===== src/design/buddy_block_allocator_top_assert.svh =====
// assertion helpers shared by the allocator modules
`ifndef BUDDY_BLOCK_ALLOCATOR_TOP_ASSERT_SVH
`define BUDDY_BLOCK_ALLOCATOR_TOP_ASSERT_SVH

// consequent checked in the same cycle as the antecedent
`define BBA_ASSERT_NOW(lbl, clk_i, rst_i, ante, cons, msg) \
  lbl: assert property (@(posedge clk_i) disable iff (rst_i) (ante) |-> (cons)) \
    else $error(msg);

// consequent checked in the cycle after the antecedent
`define BBA_ASSERT_NEXT(lbl, clk_i, rst_i, ante, cons, msg) \
  lbl: assert property (@(posedge clk_i) disable iff (rst_i) (ante) |=> (cons)) \
    else $error(msg);

`endif


===== src/design/bba_pkg.sv =====
`timescale 1ns / 1ps
`default_nettype none

package bba_pkg;

  localparam int unsigned NODES_DEF = 32;
  localparam logic [4:0] TOTAL_ORDER_RST = 5'd10;

  localparam logic FUNC_ALLOC = 1'b0;
  localparam logic FUNC_QUERY = 1'b1;

  localparam logic [1:0] KIND_ALLOC = 2'd0;
  localparam logic [1:0] KIND_COUNT = 2'd1;
  localparam logic [1:0] KIND_OWNER = 2'd2;

  localparam logic [1:0] STAT_OK    = 2'd0;
  localparam logic [1:0] STAT_NOFIT = 2'd1;
  localparam logic [1:0] STAT_NOMEM = 2'd2;

  typedef struct packed {
    logic        func;
    logic [15:0] owner_id;
    logic [30:0] request_size;
  } req_t;

  typedef struct packed {
    logic [1:0]  kind;
    logic [15:0] value;
    logic [1:0]  status;
    logic        last;
  } rsp_t;

  typedef enum logic [3:0] {
    S_INIT,
    S_IDLE,
    S_P1_RD,
    S_P1_CHK,
    S_P2_RD,
    S_P2_CHK,
    S_FIT,
    S_SPLIT_A,
    S_SPLIT_B,
    S_ASSIGN,
    S_RESP,
    S_Q_CNT,
    S_Q_RD,
    S_Q_EMIT
  } ctl_state_t;

  typedef enum logic [1:0] {
    OUT_NONE,
    OUT_ALLOC,
    OUT_COUNT,
    OUT_OWNER
  } out_sel_t;

  typedef struct packed {
    logic       init;
    logic       cap;
    logic       walk_start;
    logic       walk_step;
    logic       take_order;
    logic       split_a;
    logic       split_b;
    logic       own_wr;
    logic       set_st;
    logic [1:0] st;
    out_sel_t   out_sel;
  } dp_cmd_t;

  typedef struct packed {
    logic hit_exact;
    logic hit_larger;
    logic walk_last;
    logic overflow;
    logic split_more;
    logic out_free;
  } dp_stat_t;

  // smallest order whose block holds size units, size 0 counts as 1
  function automatic logic [4:0] size_order(input logic [30:0] size);
    logic [30:0] m;
    logic [4:0]  r;
    m = size - 31'd1;
    r = '0;
    if (size > 31'd1) begin
      for (int i = 0; i < 31; i++) begin
        if (m[i]) begin
          r = 5'(i + 1);
        end
      end
    end
    return r;
  endfunction

endpackage

`default_nettype wire


===== src/design/bba_ctrl.sv =====
`timescale 1ns / 1ps
`default_nettype none
`include "buddy_block_allocator_top_assert.svh"

module bba_ctrl (
  input  logic              clk,
  input  logic              rst,
  input  logic              cfg_wen,
  input  logic              req_valid,
  input  logic              req_func,
  output logic              req_stall,
  input  bba_pkg::dp_stat_t stat,
  output bba_pkg::dp_cmd_t  cmd
);
  import bba_pkg::*;

  ctl_state_t state;
  ctl_state_t state_next;

  assign req_stall = (state != S_IDLE) || cfg_wen;

  always_ff @(posedge clk) begin
    if (rst) begin
      state <= S_INIT;
    end else begin
      state <= state_next;
    end
  end

  always_comb begin
    state_next = state;
    cmd = '0;
    case (state)
      S_INIT: begin
        cmd.init = 1'b1;
        state_next = S_IDLE;
      end
      S_IDLE: begin
        if (req_valid && !req_stall) begin
          cmd.cap = 1'b1;
          state_next = (req_func == FUNC_QUERY) ? S_Q_CNT : S_P1_RD;
        end
      end
      // first pass: exact size match
      S_P1_RD: begin
        cmd.walk_start = 1'b1;
        state_next = S_P1_CHK;
      end
      S_P1_CHK: begin
        if (stat.hit_exact) begin
          state_next = S_ASSIGN;
        end else if (stat.walk_last) begin
          state_next = S_P2_RD;
        end else begin
          cmd.walk_step = 1'b1;
        end
      end
      // second pass: first larger free block
      S_P2_RD: begin
        cmd.walk_start = 1'b1;
        state_next = S_P2_CHK;
      end
      S_P2_CHK: begin
        if (stat.hit_larger) begin
          cmd.take_order = 1'b1;
          state_next = S_FIT;
        end else if (stat.walk_last) begin
          cmd.set_st = 1'b1;
          cmd.st = STAT_NOFIT;
          state_next = S_RESP;
        end else begin
          cmd.walk_step = 1'b1;
        end
      end
      S_FIT: begin
        if (stat.overflow) begin
          cmd.set_st = 1'b1;
          cmd.st = STAT_NOMEM;
          state_next = S_RESP;
        end else begin
          state_next = S_SPLIT_A;
        end
      end
      S_SPLIT_A: begin
        cmd.split_a = 1'b1;
        state_next = S_SPLIT_B;
      end
      S_SPLIT_B: begin
        cmd.split_b = 1'b1;
        state_next = stat.split_more ? S_SPLIT_A : S_ASSIGN;
      end
      S_ASSIGN: begin
        cmd.own_wr = 1'b1;
        cmd.set_st = 1'b1;
        cmd.st = STAT_OK;
        state_next = S_RESP;
      end
      S_RESP: begin
        if (stat.out_free) begin
          cmd.out_sel = OUT_ALLOC;
          state_next = S_IDLE;
        end
      end
      S_Q_CNT: begin
        if (stat.out_free) begin
          cmd.out_sel = OUT_COUNT;
          state_next = S_Q_RD;
        end
      end
      S_Q_RD: begin
        cmd.walk_start = 1'b1;
        state_next = S_Q_EMIT;
      end
      S_Q_EMIT: begin
        if (stat.out_free) begin
          cmd.out_sel = OUT_OWNER;
          if (stat.walk_last) begin
            state_next = S_IDLE;
          end else begin
            cmd.walk_step = 1'b1;
          end
        end
      end
      default: begin
        state_next = S_INIT;
      end
    endcase
    // a register write restarts the pool
    if (cfg_wen) begin
      state_next = S_INIT;
    end
  end

  `BBA_ASSERT_NOW(a_step_not_past_end, clk, rst, cmd.walk_step, !stat.walk_last, "walk stepped past list end")
  `BBA_ASSERT_NOW(a_split_needed, clk, rst, state == S_SPLIT_A, stat.split_more, "split of block already at wanted order")

endmodule

`default_nettype wire


===== src/design/bba_dp.sv =====
`timescale 1ns / 1ps
`default_nettype none
`include "buddy_block_allocator_top_assert.svh"

module bba_dp #(
  parameter int unsigned NODES = bba_pkg::NODES_DEF
) (
  input  logic              clk,
  input  logic              rst,
  input  logic              cfg_wen,
  input  logic [4:0]        cfg_data,
  input  bba_pkg::req_t     req,
  input  bba_pkg::dp_cmd_t  cmd,
  output bba_pkg::dp_stat_t stat,
  output logic              rsp_valid,
  input  logic              rsp_stall,
  output bba_pkg::rsp_t     rsp
);
  import bba_pkg::*;

  localparam int unsigned NW = $clog2(NODES);
  localparam int unsigned LW = NW + 1;
  localparam int unsigned CW = $clog2(NODES + 1);
  localparam int unsigned SW = CW + 6;
  localparam logic [LW-1:0] LINK_END = '1;
  localparam logic [LW-1:0] NODES_L = LW'(NODES);
  localparam logic [CW-1:0] NODES_C = CW'(NODES);
  localparam logic [SW-1:0] NODES_S = SW'(NODES);

  logic [4:0]    order_mem [NODES];
  logic [LW-1:0] link_mem  [NODES];
  logic [15:0]   owner_mem [NODES];

  logic [4:0]    rd_order;
  logic [LW-1:0] rd_link;
  logic [15:0]   rd_owner;

  logic [4:0]    total_order;
  logic [4:0]    want;
  logic [15:0]   owner_id;
  logic [NW-1:0] head;
  logic [CW-1:0] node_count;
  logic [NW-1:0] cur;
  logic [NW-1:0] pred;
  logic          has_pred;
  logic [CW-1:0] steps;
  logic [4:0]    split_order;
  logic [1:0]    alloc_st;

  logic [NW-1:0] new_idx;
  logic          rd_en;
  logic [NW-1:0] rd_addr;
  logic          ord_we;
  logic [NW-1:0] ord_addr;
  logic [4:0]    ord_data;
  logic          own_we;
  logic [NW-1:0] own_addr;
  logic [15:0]   own_data;
  logic          lnk_we;
  logic [NW-1:0] lnk_addr;
  logic [LW-1:0] lnk_data;
  logic [CW:0]   steps_inc;
  logic          out_load;
  rsp_t          rsp_next;

  assign new_idx = node_count[NW-1:0];

  // read port, one list node per cycle unless a stalled output holds the query walk
  assign rd_en   = cmd.walk_start || cmd.walk_step;
  assign rd_addr = cmd.walk_start ? head : rd_link[NW-1:0];

  always_ff @(posedge clk) begin
    if (rd_en) begin
      rd_order <= order_mem[rd_addr];
      rd_link  <= link_mem[rd_addr];
      rd_owner <= owner_mem[rd_addr];
    end
  end

  // write ports
  always_comb begin
    ord_we   = cmd.init || cmd.split_a || cmd.split_b;
    ord_addr = cmd.init ? '0 : (cmd.split_a ? cur : new_idx);
    ord_data = cmd.init ? total_order : (cmd.split_a ? split_order - 5'd1 : split_order);
    own_we   = cmd.init || cmd.split_b || cmd.own_wr;
    own_addr = cmd.init ? '0 : (cmd.split_b ? new_idx : cur);
    own_data = cmd.own_wr ? owner_id : 16'd0;
    lnk_we   = cmd.init || cmd.split_b || (cmd.split_a && has_pred);
    lnk_addr = cmd.init ? '0 : (cmd.split_a ? pred : new_idx);
    lnk_data = cmd.init ? LINK_END : (cmd.split_a ? LW'(new_idx) : LW'(cur));
  end

  always_ff @(posedge clk) begin
    if (ord_we) begin
      order_mem[ord_addr] <= ord_data;
    end
    if (own_we) begin
      owner_mem[own_addr] <= own_data;
    end
    if (lnk_we) begin
      link_mem[lnk_addr] <= lnk_data;
    end
  end

  // pool and walk registers
  always_ff @(posedge clk) begin
    if (rst) begin
      total_order <= TOTAL_ORDER_RST;
      node_count  <= CW'(1);
      head        <= '0;
    end else begin
      if (cfg_wen) begin
        total_order <= cfg_data;
      end
      if (cmd.init) begin
        node_count <= CW'(1);
        head       <= '0;
      end
      if (cmd.split_a && !has_pred) begin
        head <= new_idx;
      end
      if (cmd.split_b) begin
        node_count <= node_count + CW'(1);
      end
    end
  end

  always_ff @(posedge clk) begin
    if (cmd.cap) begin
      want     <= size_order(req.request_size);
      owner_id <= req.owner_id;
    end
    if (cmd.walk_start) begin
      cur      <= head;
      steps    <= '0;
      has_pred <= 1'b0;
    end
    if (cmd.walk_step) begin
      pred     <= cur;
      has_pred <= 1'b1;
      cur      <= rd_link[NW-1:0];
      steps    <= steps + CW'(1);
    end
    if (cmd.take_order) begin
      split_order <= rd_order;
    end
    if (cmd.split_a) begin
      split_order <= split_order - 5'd1;
    end
    if (cmd.split_b) begin
      cur <= new_idx;
    end
    if (cmd.set_st) begin
      alloc_st <= cmd.st;
    end
  end

  // status
  assign steps_inc = {1'b0, steps} + (CW + 1)'(1);

  always_comb begin
    stat.hit_exact  = (rd_order == want) && (rd_owner == 16'd0);
    stat.hit_larger = (rd_order > want) && (rd_owner == 16'd0);
    stat.walk_last  = (steps_inc >= {1'b0, node_count}) || (rd_link >= NODES_L);
    stat.overflow   = (SW'(node_count) + SW'(split_order - want)) > NODES_S;
    stat.split_more = split_order > want;
    stat.out_free   = !rsp_valid || !rsp_stall;
  end

  // output register
  assign out_load = (cmd.out_sel != OUT_NONE);

  always_comb begin
    rsp_next = '0;
    case (cmd.out_sel)
      OUT_ALLOC: begin
        rsp_next.kind   = KIND_ALLOC;
        rsp_next.status = alloc_st;
        rsp_next.last   = 1'b1;
      end
      OUT_COUNT: begin
        rsp_next.kind   = KIND_COUNT;
        rsp_next.value  = 16'(node_count);
        rsp_next.status = STAT_OK;
        rsp_next.last   = (node_count == '0);
      end
      OUT_OWNER: begin
        rsp_next.kind   = KIND_OWNER;
        rsp_next.value  = rd_owner;
        rsp_next.status = STAT_OK;
        rsp_next.last   = stat.walk_last;
      end
      default: begin
        rsp_next = '0;
      end
    endcase
  end

  always_ff @(posedge clk) begin
    if (rst) begin
      rsp_valid <= 1'b0;
    end else if (out_load) begin
      rsp_valid <= 1'b1;
    end else if (!rsp_stall) begin
      rsp_valid <= 1'b0;
    end
  end

  always_ff @(posedge clk) begin
    if (out_load) begin
      rsp <= rsp_next;
    end
  end

  `BBA_ASSERT_NOW(a_load_when_free, clk, rst, out_load, stat.out_free, "output register overwritten")
  `BBA_ASSERT_NOW(a_count_range, clk, rst, 1'b1, (node_count != '0) && (node_count <= NODES_C), "node count out of range")
  `BBA_ASSERT_NEXT(a_split_grows, clk, rst, cmd.split_b, node_count == $past(node_count) + CW'(1), "split did not add a node")

endmodule

`default_nettype wire


===== src/design/buddy_block_allocator_top.sv =====
`timescale 1ns / 1ps
`default_nettype none
// allocate: a first list walk looks for an exact fit; otherwise a second walk takes the first
//   larger free block and splits it down to the wanted order (one node per cycle on each list walk)
// query: node_count + 1 items, the count first, then owners one per cycle unless the output stalls
// next item is taken once the previous one has loaded its last result into the output register
// rst is synchronous: total_order 10, pool one free block; an init state follows reset and
//   every total_order write, during which req_stall is high

module buddy_block_allocator_top #(
  parameter int unsigned NODES = bba_pkg::NODES_DEF
) (
  input  logic          clk,
  input  logic          rst,
  // total_order register, any write restarts the pool
  input  logic          cfg_wen,
  input  logic [4:0]    cfg_data,
  // request channel
  input  logic          req_valid,
  output logic          req_stall,
  input  bba_pkg::req_t req,
  // result channel
  output logic          rsp_valid,
  input  logic          rsp_stall,
  output bba_pkg::rsp_t rsp
);
  import bba_pkg::*;

  // command and status between sequencer and datapath
  dp_cmd_t  cmd;
  dp_stat_t stat;

  // sequencer: two list passes for allocate, split loop, query emitter
  bba_ctrl u_ctrl (
    .clk       (clk),
    .rst       (rst),
    .cfg_wen   (cfg_wen),
    .req_valid (req_valid),
    .req_func  (req.func),
    .req_stall (req_stall),
    .stat      (stat),
    .cmd       (cmd)
  );

  // node store, walk pointers, pool counters and the result register
  bba_dp #(
    .NODES (NODES)
  ) u_dp (
    .clk       (clk),
    .rst       (rst),
    .cfg_wen   (cfg_wen),
    .cfg_data  (cfg_data),
    .req       (req),
    .cmd       (cmd),
    .stat      (stat),
    .rsp_valid (rsp_valid),
    .rsp_stall (rsp_stall),
    .rsp       (rsp)
  );

endmodule

`default_nettype wire

===== config.mk =====
export PLATFORM = sky130hd
export DESIGN_NAME = buddy_block_allocator_top
export DESIGN_NICKNAME = d
export VERILOG_FILES = /design/src/design/bba_pkg.sv /design/src/design/bba_ctrl.sv /design/src/design/bba_dp.sv /design/src/design/buddy_block_allocator_top.sv
export VERILOG_INCLUDE_DIRS = /design/src /design/src/design
export SDC_FILE = /design/constraint.sdc
export NUM_CORES = 1
export LEC_CHECK = 0
export BUFFER_PORTS_ARGS = -buffer_cell sky130_fd_sc_hd__buf_4
export CAP_MARGIN = 30
export CORE_ASPECT_RATIO = 1.5
export CORE_MARGIN = 3
export CORE_UTILIZATION = 50
export DETAILED_ROUTE_END_ITERATION = 10
export GPL_TIMING_DRIVEN = 0
export PLACE_DENSITY_LB_ADDON = 0.1
export SLEW_MARGIN = 20
export SYNTH_ARGS = -nofsm -noshare
export SYNTH_HDL_FRONTEND = slang
export SYNTH_SLANG_ARGS = --single-unit

===== constraint.sdc =====
create_clock -name clk -period 3.6 [get_ports clk]
set_input_delay 0.54 -clock clk [delete_from_list [all_inputs] [get_ports clk]]
set_output_delay 0.54 -clock clk [all_outputs]
set_load 0.01 [all_outputs]

# [Word-level counts from Yosys, hierarchy flattened]
# Memories as Yosys holds them, arrays and structs flattened. A register that Yosys moved wholly into a read port is not among the register bits.
# Index checks and enable logic that the tools add are counted.
[totals] in_bits=58 ramBits=864 memories=3 register_bits=87 elab_cells=189
[classes] add_sub_neg=7 reduce_logical=30 order_cmp=6 muxes=100 eq_ne=26
[memory_table] memory="u_dp.owner_mem" depth=32 word_bits=16 read_ports=1 rd_clocked_by_memory_dff=1 write_ports=1 line="bba_dp.sv:32" text="logic [15:0] owner_mem [NODES];"
[memory_table] memory="u_dp.link_mem" depth=32 word_bits=6 read_ports=1 rd_clocked_by_memory_dff=1 write_ports=1 line="bba_dp.sv:31" text="logic [LW-1:0] link_mem [NODES];"
[memory_table] memory="u_dp.order_mem" depth=32 word_bits=5 read_ports=1 rd_clocked_by_memory_dff=1 write_ports=1 line="bba_dp.sv:30" text="logic [4:0] order_mem [NODES];"
[op_table] operator="two-way mux 5 bit" count=33
[op_table] operator="two-way mux 4 bit" count=20
[op_table] operator="case mux 4 bit (14 select lines)" count=1
[op_table] operator="case mux 16 bit (2 select lines)" count=1
[op_table] operator="> comparator 31 x 1 -> 1 bit, second input constant" count=1
[op_table] operator="subtractor 31 x 1 -> 31 bit, second input constant" count=1
[op_table] operator="two-way mux 6 bit" count=5
[op_table] operator="equality test 4 bit, second input constant" count=6
[op_table] operator="two-way mux 1 bit" count=23
[op_table] operator="two-way mux 3 bit" count=7
[op_table] operator="case mux 3 bit (3 select lines)" count=2
[op_table] operator="equality test 4 x 3 -> 1 bit, second input constant" count=4
[op_table] operator="logical NOT 16 bit" count=1
[op_table] operator="two-way mux 16 bit" count=1
[op_table] operator="adder 6 x 1 -> 6 bit, second input constant" count=2
[op_table] operator="adder 6 x 12 -> 12 bit" count=1
[op_table] operator="> comparator 12 x 6 -> 1 bit, second input constant" count=1
[op_table] operator="> comparator 5 bit" count=2
[op_table] operator="nonzero test 2 bit" count=5
[op_table] operator="logical OR 1 bit" count=9
[op_table] operator="equality test 4 x 2 -> 1 bit, second input constant" count=2
[op_table] operator="two-way mux 2 bit" count=4
[op_table] operator="!= test 2 bit, second input constant" count=4
[op_table] operator="adder 6 x 1 -> 7 bit, second input constant" count=1
[op_table] operator="22 further kinds" count=32

# [Logic depth before layout (Yosys ltp)]
[logic_depth] depth_word=32 ltp_mapped=16

# [Modules after synthesis]
# A second synthesis with hierarchy kept.
[unflattened] cells_unflattened=2531 hier_area_um2=41114.4
[modules_own_cells] mod="bba_dp" area_per_inst_um2=40493.8 cells_each=2443 seq_area_each_um2=29067.9 n_inst=1
[modules_own_cells] mod="bba_ctrl" area_per_inst_um2=620.6 cells_each=88 seq_area_each_um2=80.1 n_inst=1

# [Worst setup path after synthesis]
# Ideal clock, no wire load.
[synth_path] path_kind="register to register" from="register u_ctrl.state[2]" to="memory u_dp.order_mem[0][2], data pin" n_path_buf=3 setup_ns=0.454 path_stages_with_launch=8 path_slack_ns=-0.036 t_arrival_ns=3.182 path_cell_list="dfxtp_1 -> clkbuf_1 -> nor2_1 -> nand2_1 -> clkinv_1 -> clkbuf_1 -> buf_1 -> o21ai_0"
[synth_rtl] item="start, declared" line="bba_ctrl.sv:17" text="ctl_state_t state;"
[synth_rtl] item="start signal, assigned" line="bba_ctrl.sv:26" text="state <= state_next;"
[synth_rtl] item="end, declared" line="bba_dp.sv:30"

# [Worst setup path in the final report]
[layout_path] from="register u_ctrl.state[2]" to="memory u_dp.owner_mem[29][10], enable pin"
[layout_between] elab_chain_len=6 word_cells_on_any_way=12 classes_between="eq/ne: 2; mux: 7; reduce/logical: 3"
[layout_lines] item="equality test 4 bit / logical NOT 4 bit (equally long branches)" line="bba_ctrl.sv:33" text="case (state)"
[layout_lines] item="two-way mux 1 bit" line="bba_ctrl.sv:33"
[layout_lines] item="logical OR 1 bit (2 in series)" line="bba_dp.sv:85" text="own_we = cmd.init || cmd.split_b || cmd.own_wr;"
[layout_lines] item="two-way mux 1 bit" line="bba_dp.sv:97" text="if (own_we) begin"
[layout_lines] item="two-way mux 1 bit (implied by the code)" line="bba_dp.sv:98" text="owner_mem[own_addr] <= own_data;"
[layout_lines] item="end, declared" line="bba_dp.sv:32"
# Parallel ways exist; a longest one is shown, timed or not.

==> metrics <==
Pre-antenna DRT Iters 6; # fillers around 6400; RSZ-0062 raised after global routing true; worst setup path startpoint u_ctrl.state[2]; residual DRC count 0; deepest clock path buffer count 3; Core Rows between 100 and 150; Worst-Margin Slew 0.991 ns; Hold Violations, Final 0; TritonCTS Sinks 978; Internal Power roughly 19 mW; Synthesis Warnings 0; largest net degree at the start of global routing 33; fin util 58.9%; final wirelength around 120000 µm; CTS buffer count 91; final slew viol count 0; GRT overflow 0; FF+latch count, synth about 980; dpl cells 4360; relative slew slack about a third; Die ar. about 86000 µm²; Final Cycle Share a little over nine tenths; Crit Path Category flop to flop; first-pass GRT wire length between 150000 and 200000 µm; max incr delay on CP 0.43 ns; most frequent cells in the layout edfxtp_1, nand2_1, nand3_1; Reg-to-Reg Start u_ctrl.state[2]; cell family with most CP delay simple AND/OR/NAND/NOR gates; core area 81200 µm²; worst hold path class primary input to flop; commonest non-fill, non-tap cell in the layout edfxtp_1; Sw Share 25.9%; Layout Cells excl Fill 4567; gr usage total 28.2%; WHS 0.0607 ns; predominant post-synthesis flop cell edfxtp_1; Synth Cell Area 41000 µm²; clk root buf clkbuf_16; CP cell instances clkbuf_1, or2_2, clkbuf_1, nor2_2, nand3_1, and2_1, nor2_1, nand2_1, nor2_2, buf_6; CP Capture Type flop; Max FO, Critical Path 13; setup TNS 0 ns; worst endpoint required time 3.96 ns; GP Congestion 0.936; Placed Area 43800 µm²; Final nets between 3000 and 4000; maximum vdd ir drop 0.398 mV; WP data arrival between 3 and 4 ns; DP Wirelength 88500 µm; final setup violation count 0; sequential power share around half; Final Cell Area between 40000 and 50000 µm²; I/O pins 81; die span in x 240 µm; Post-DRT Antenna Nets 0; Clock Power Share 37.0%; startpoint type of the worst setup path flop; DR vias/cell 6.10; Synth cell types 72; crit path time final 3.56 ns; Mapped Nets 3283; CTS tree done; Leak 15.9 nW; max-cap viol count 0; HP Start req[32]; Ant. Diodes 0; post-route worst setup slack 0.0385 ns; Place WS -1.54 ns; Crit-path slowest cell nand2_1; initial cell density of the core 50.5%; WP buf/inv 3; Power Density 531 nW/µm²; IO buf count 71; clk slew on worst S/H paths about 0.06 ns; Logic pwr share about an eighth; die height 357 µm; Syn-to-layout area delta 16.6%; share of layout cells above drive strength 1 roughly 16%; Vias about 28000; Mean Syn Cell Area 12.8 µm²; status complete, no violations; Worst Skew 0.0399 ns; Total Power about 25 mW; initial antenna violation count 0; Gate Count Post-Synth 3193; Synth async-reset ratio 0%; number of enable flip-flop cells after synthesis 956; 1st-iter DRT viols roughly 2700; register area share after synthesis 71.0%; routed length per placed instance between 20 and 30 µm; CTS HTree Levels 3; fmax 281 MHz; Clock Latency Late Sink 0.68 ns; NetSw 6.57 mW; number of global-route vias before repair 27110
power by group through the flow:
| stage | Sequential (mW) | Clock [mW] | Combinational, mW |
|---|---|---|---|
| global route | 12.8 | 9.93 | 3.36 |
| floorplan | 13.0 | 0 | 1.59 |
| finish | 12.8 | 9.38 | 3.17 |
| global placement | 13.1 | 0 | 2.70 |
| detailed placement | 13.1 | 0 | 2.90 |
| CTS | 12.8 | 9.45 | 3.03 |
cell type report:
type	instances	area (µm²)	share of cell area, %
Sequential cell	978	29100	60.9
Inverter	37	143	0.298
Tap cell	1040	1300	2.72
Clock inverter	50	445	0.931
Timing Repair Buffer	168	1680	3.52
Clock buffer	118	2420	5.06
Multi-Input combinational cell	1996	11800	24.7
Buffer	180	890	1.86
per-layer routing:
layer	routed length [µm]	GRT usage (%)	vias to the layer above
li1	-	-	12481
met1	45700	34.1	13879
met2	60700	47.9	1204
met3	6690	3.33	311
met4	8870	18.5	0
met5	0	0	-
synth_stat cells (all sizes together), types with 9 or more instances:
library cell / number / share of area [%]
nor2: 164 / 1.5
or2: 10 / 0.15
nand2b: 10 / 0.15
nand4: 9 / 0.14
or3: 12 / 0.18
ha: 30 / 0.91
edfxtp: 956 / 70
a32oi: 110 / 2.3
buf: 53 / 0.62
nand2: 765 / 7.0
and2: 40 / 0.61
o21ai: 51 / 0.62
mux2i: 119 / 2.9
nor3: 32 / 0.43
o211ai: 10 / 0.18
nor2b: 15 / 0.23
a31oi: 126 / 1.9
a21o: 10 / 0.18
nand3: 244 / 3.0
clkbuf: 129 / 1.2
nor3b: 9 / 0.16
xnor2: 17 / 0.36
dfxtp: 22 / 1.1
inv: 34 / 0.31
xor2: 11 / 0.23
a21oi: 45 / 0.55
nor4: 46 / 0.75
o31ai: 12 / 0.22
worst register-to-register path: cells and delay by family, from the launching register on:
| kind | cells | cell delay, ns |
|---|---|---|
| simple gates | 7 | 2.28 |
| buf+inv | 3 | 0.68 |
| flops | 1 | 0.32 |
cells by family after synthesis:
group / Yosys count / synth area share (%)
simple gates: 1381 / 14.7
flops: 978 / 71.0
compound gates: 433 / 7.45
buf+inv: 219 / 2.14
mux: 122 / 3.01
fa+ha+maj: 32 / 1.01
xor+xnor: 28 / 0.598
path summary, 6_finish.rpt:
kind	end	slack, ns	cells after the start
worst min-delay path	u_dp.owner_id[1]	0.06	1
worst max register to register	u_dp.owner_mem[29][10]	0.04	10
worst min register to register	u_dp.has_pred	0.49	2
worst max-delay path	u_dp.owner_mem[29][10]	0.04	10
state kept, by name, summed over array words and instances, names as in the netlist, 6 cells and up:
signal           count
u_dp.owner_mem     512
u_dp.link_mem      192
u_dp.order_mem     160
u_dp.rsp            21
u_dp.owner_id       16
u_dp.rd_owner       16
u_dp.node_count      6
u_dp.rd_link         6
u_dp.steps           6
repair_timing:
action / in CTS / in global routing
endpoints found under the setup margin: 366 / 630
pin swaps: 4 / 28
resized for setup: 118 / 138
hold buffers: 0 / 0
setup buffers: 12 / 24
cloned: 0 / 0
Power figures use the tool's default switching activity.
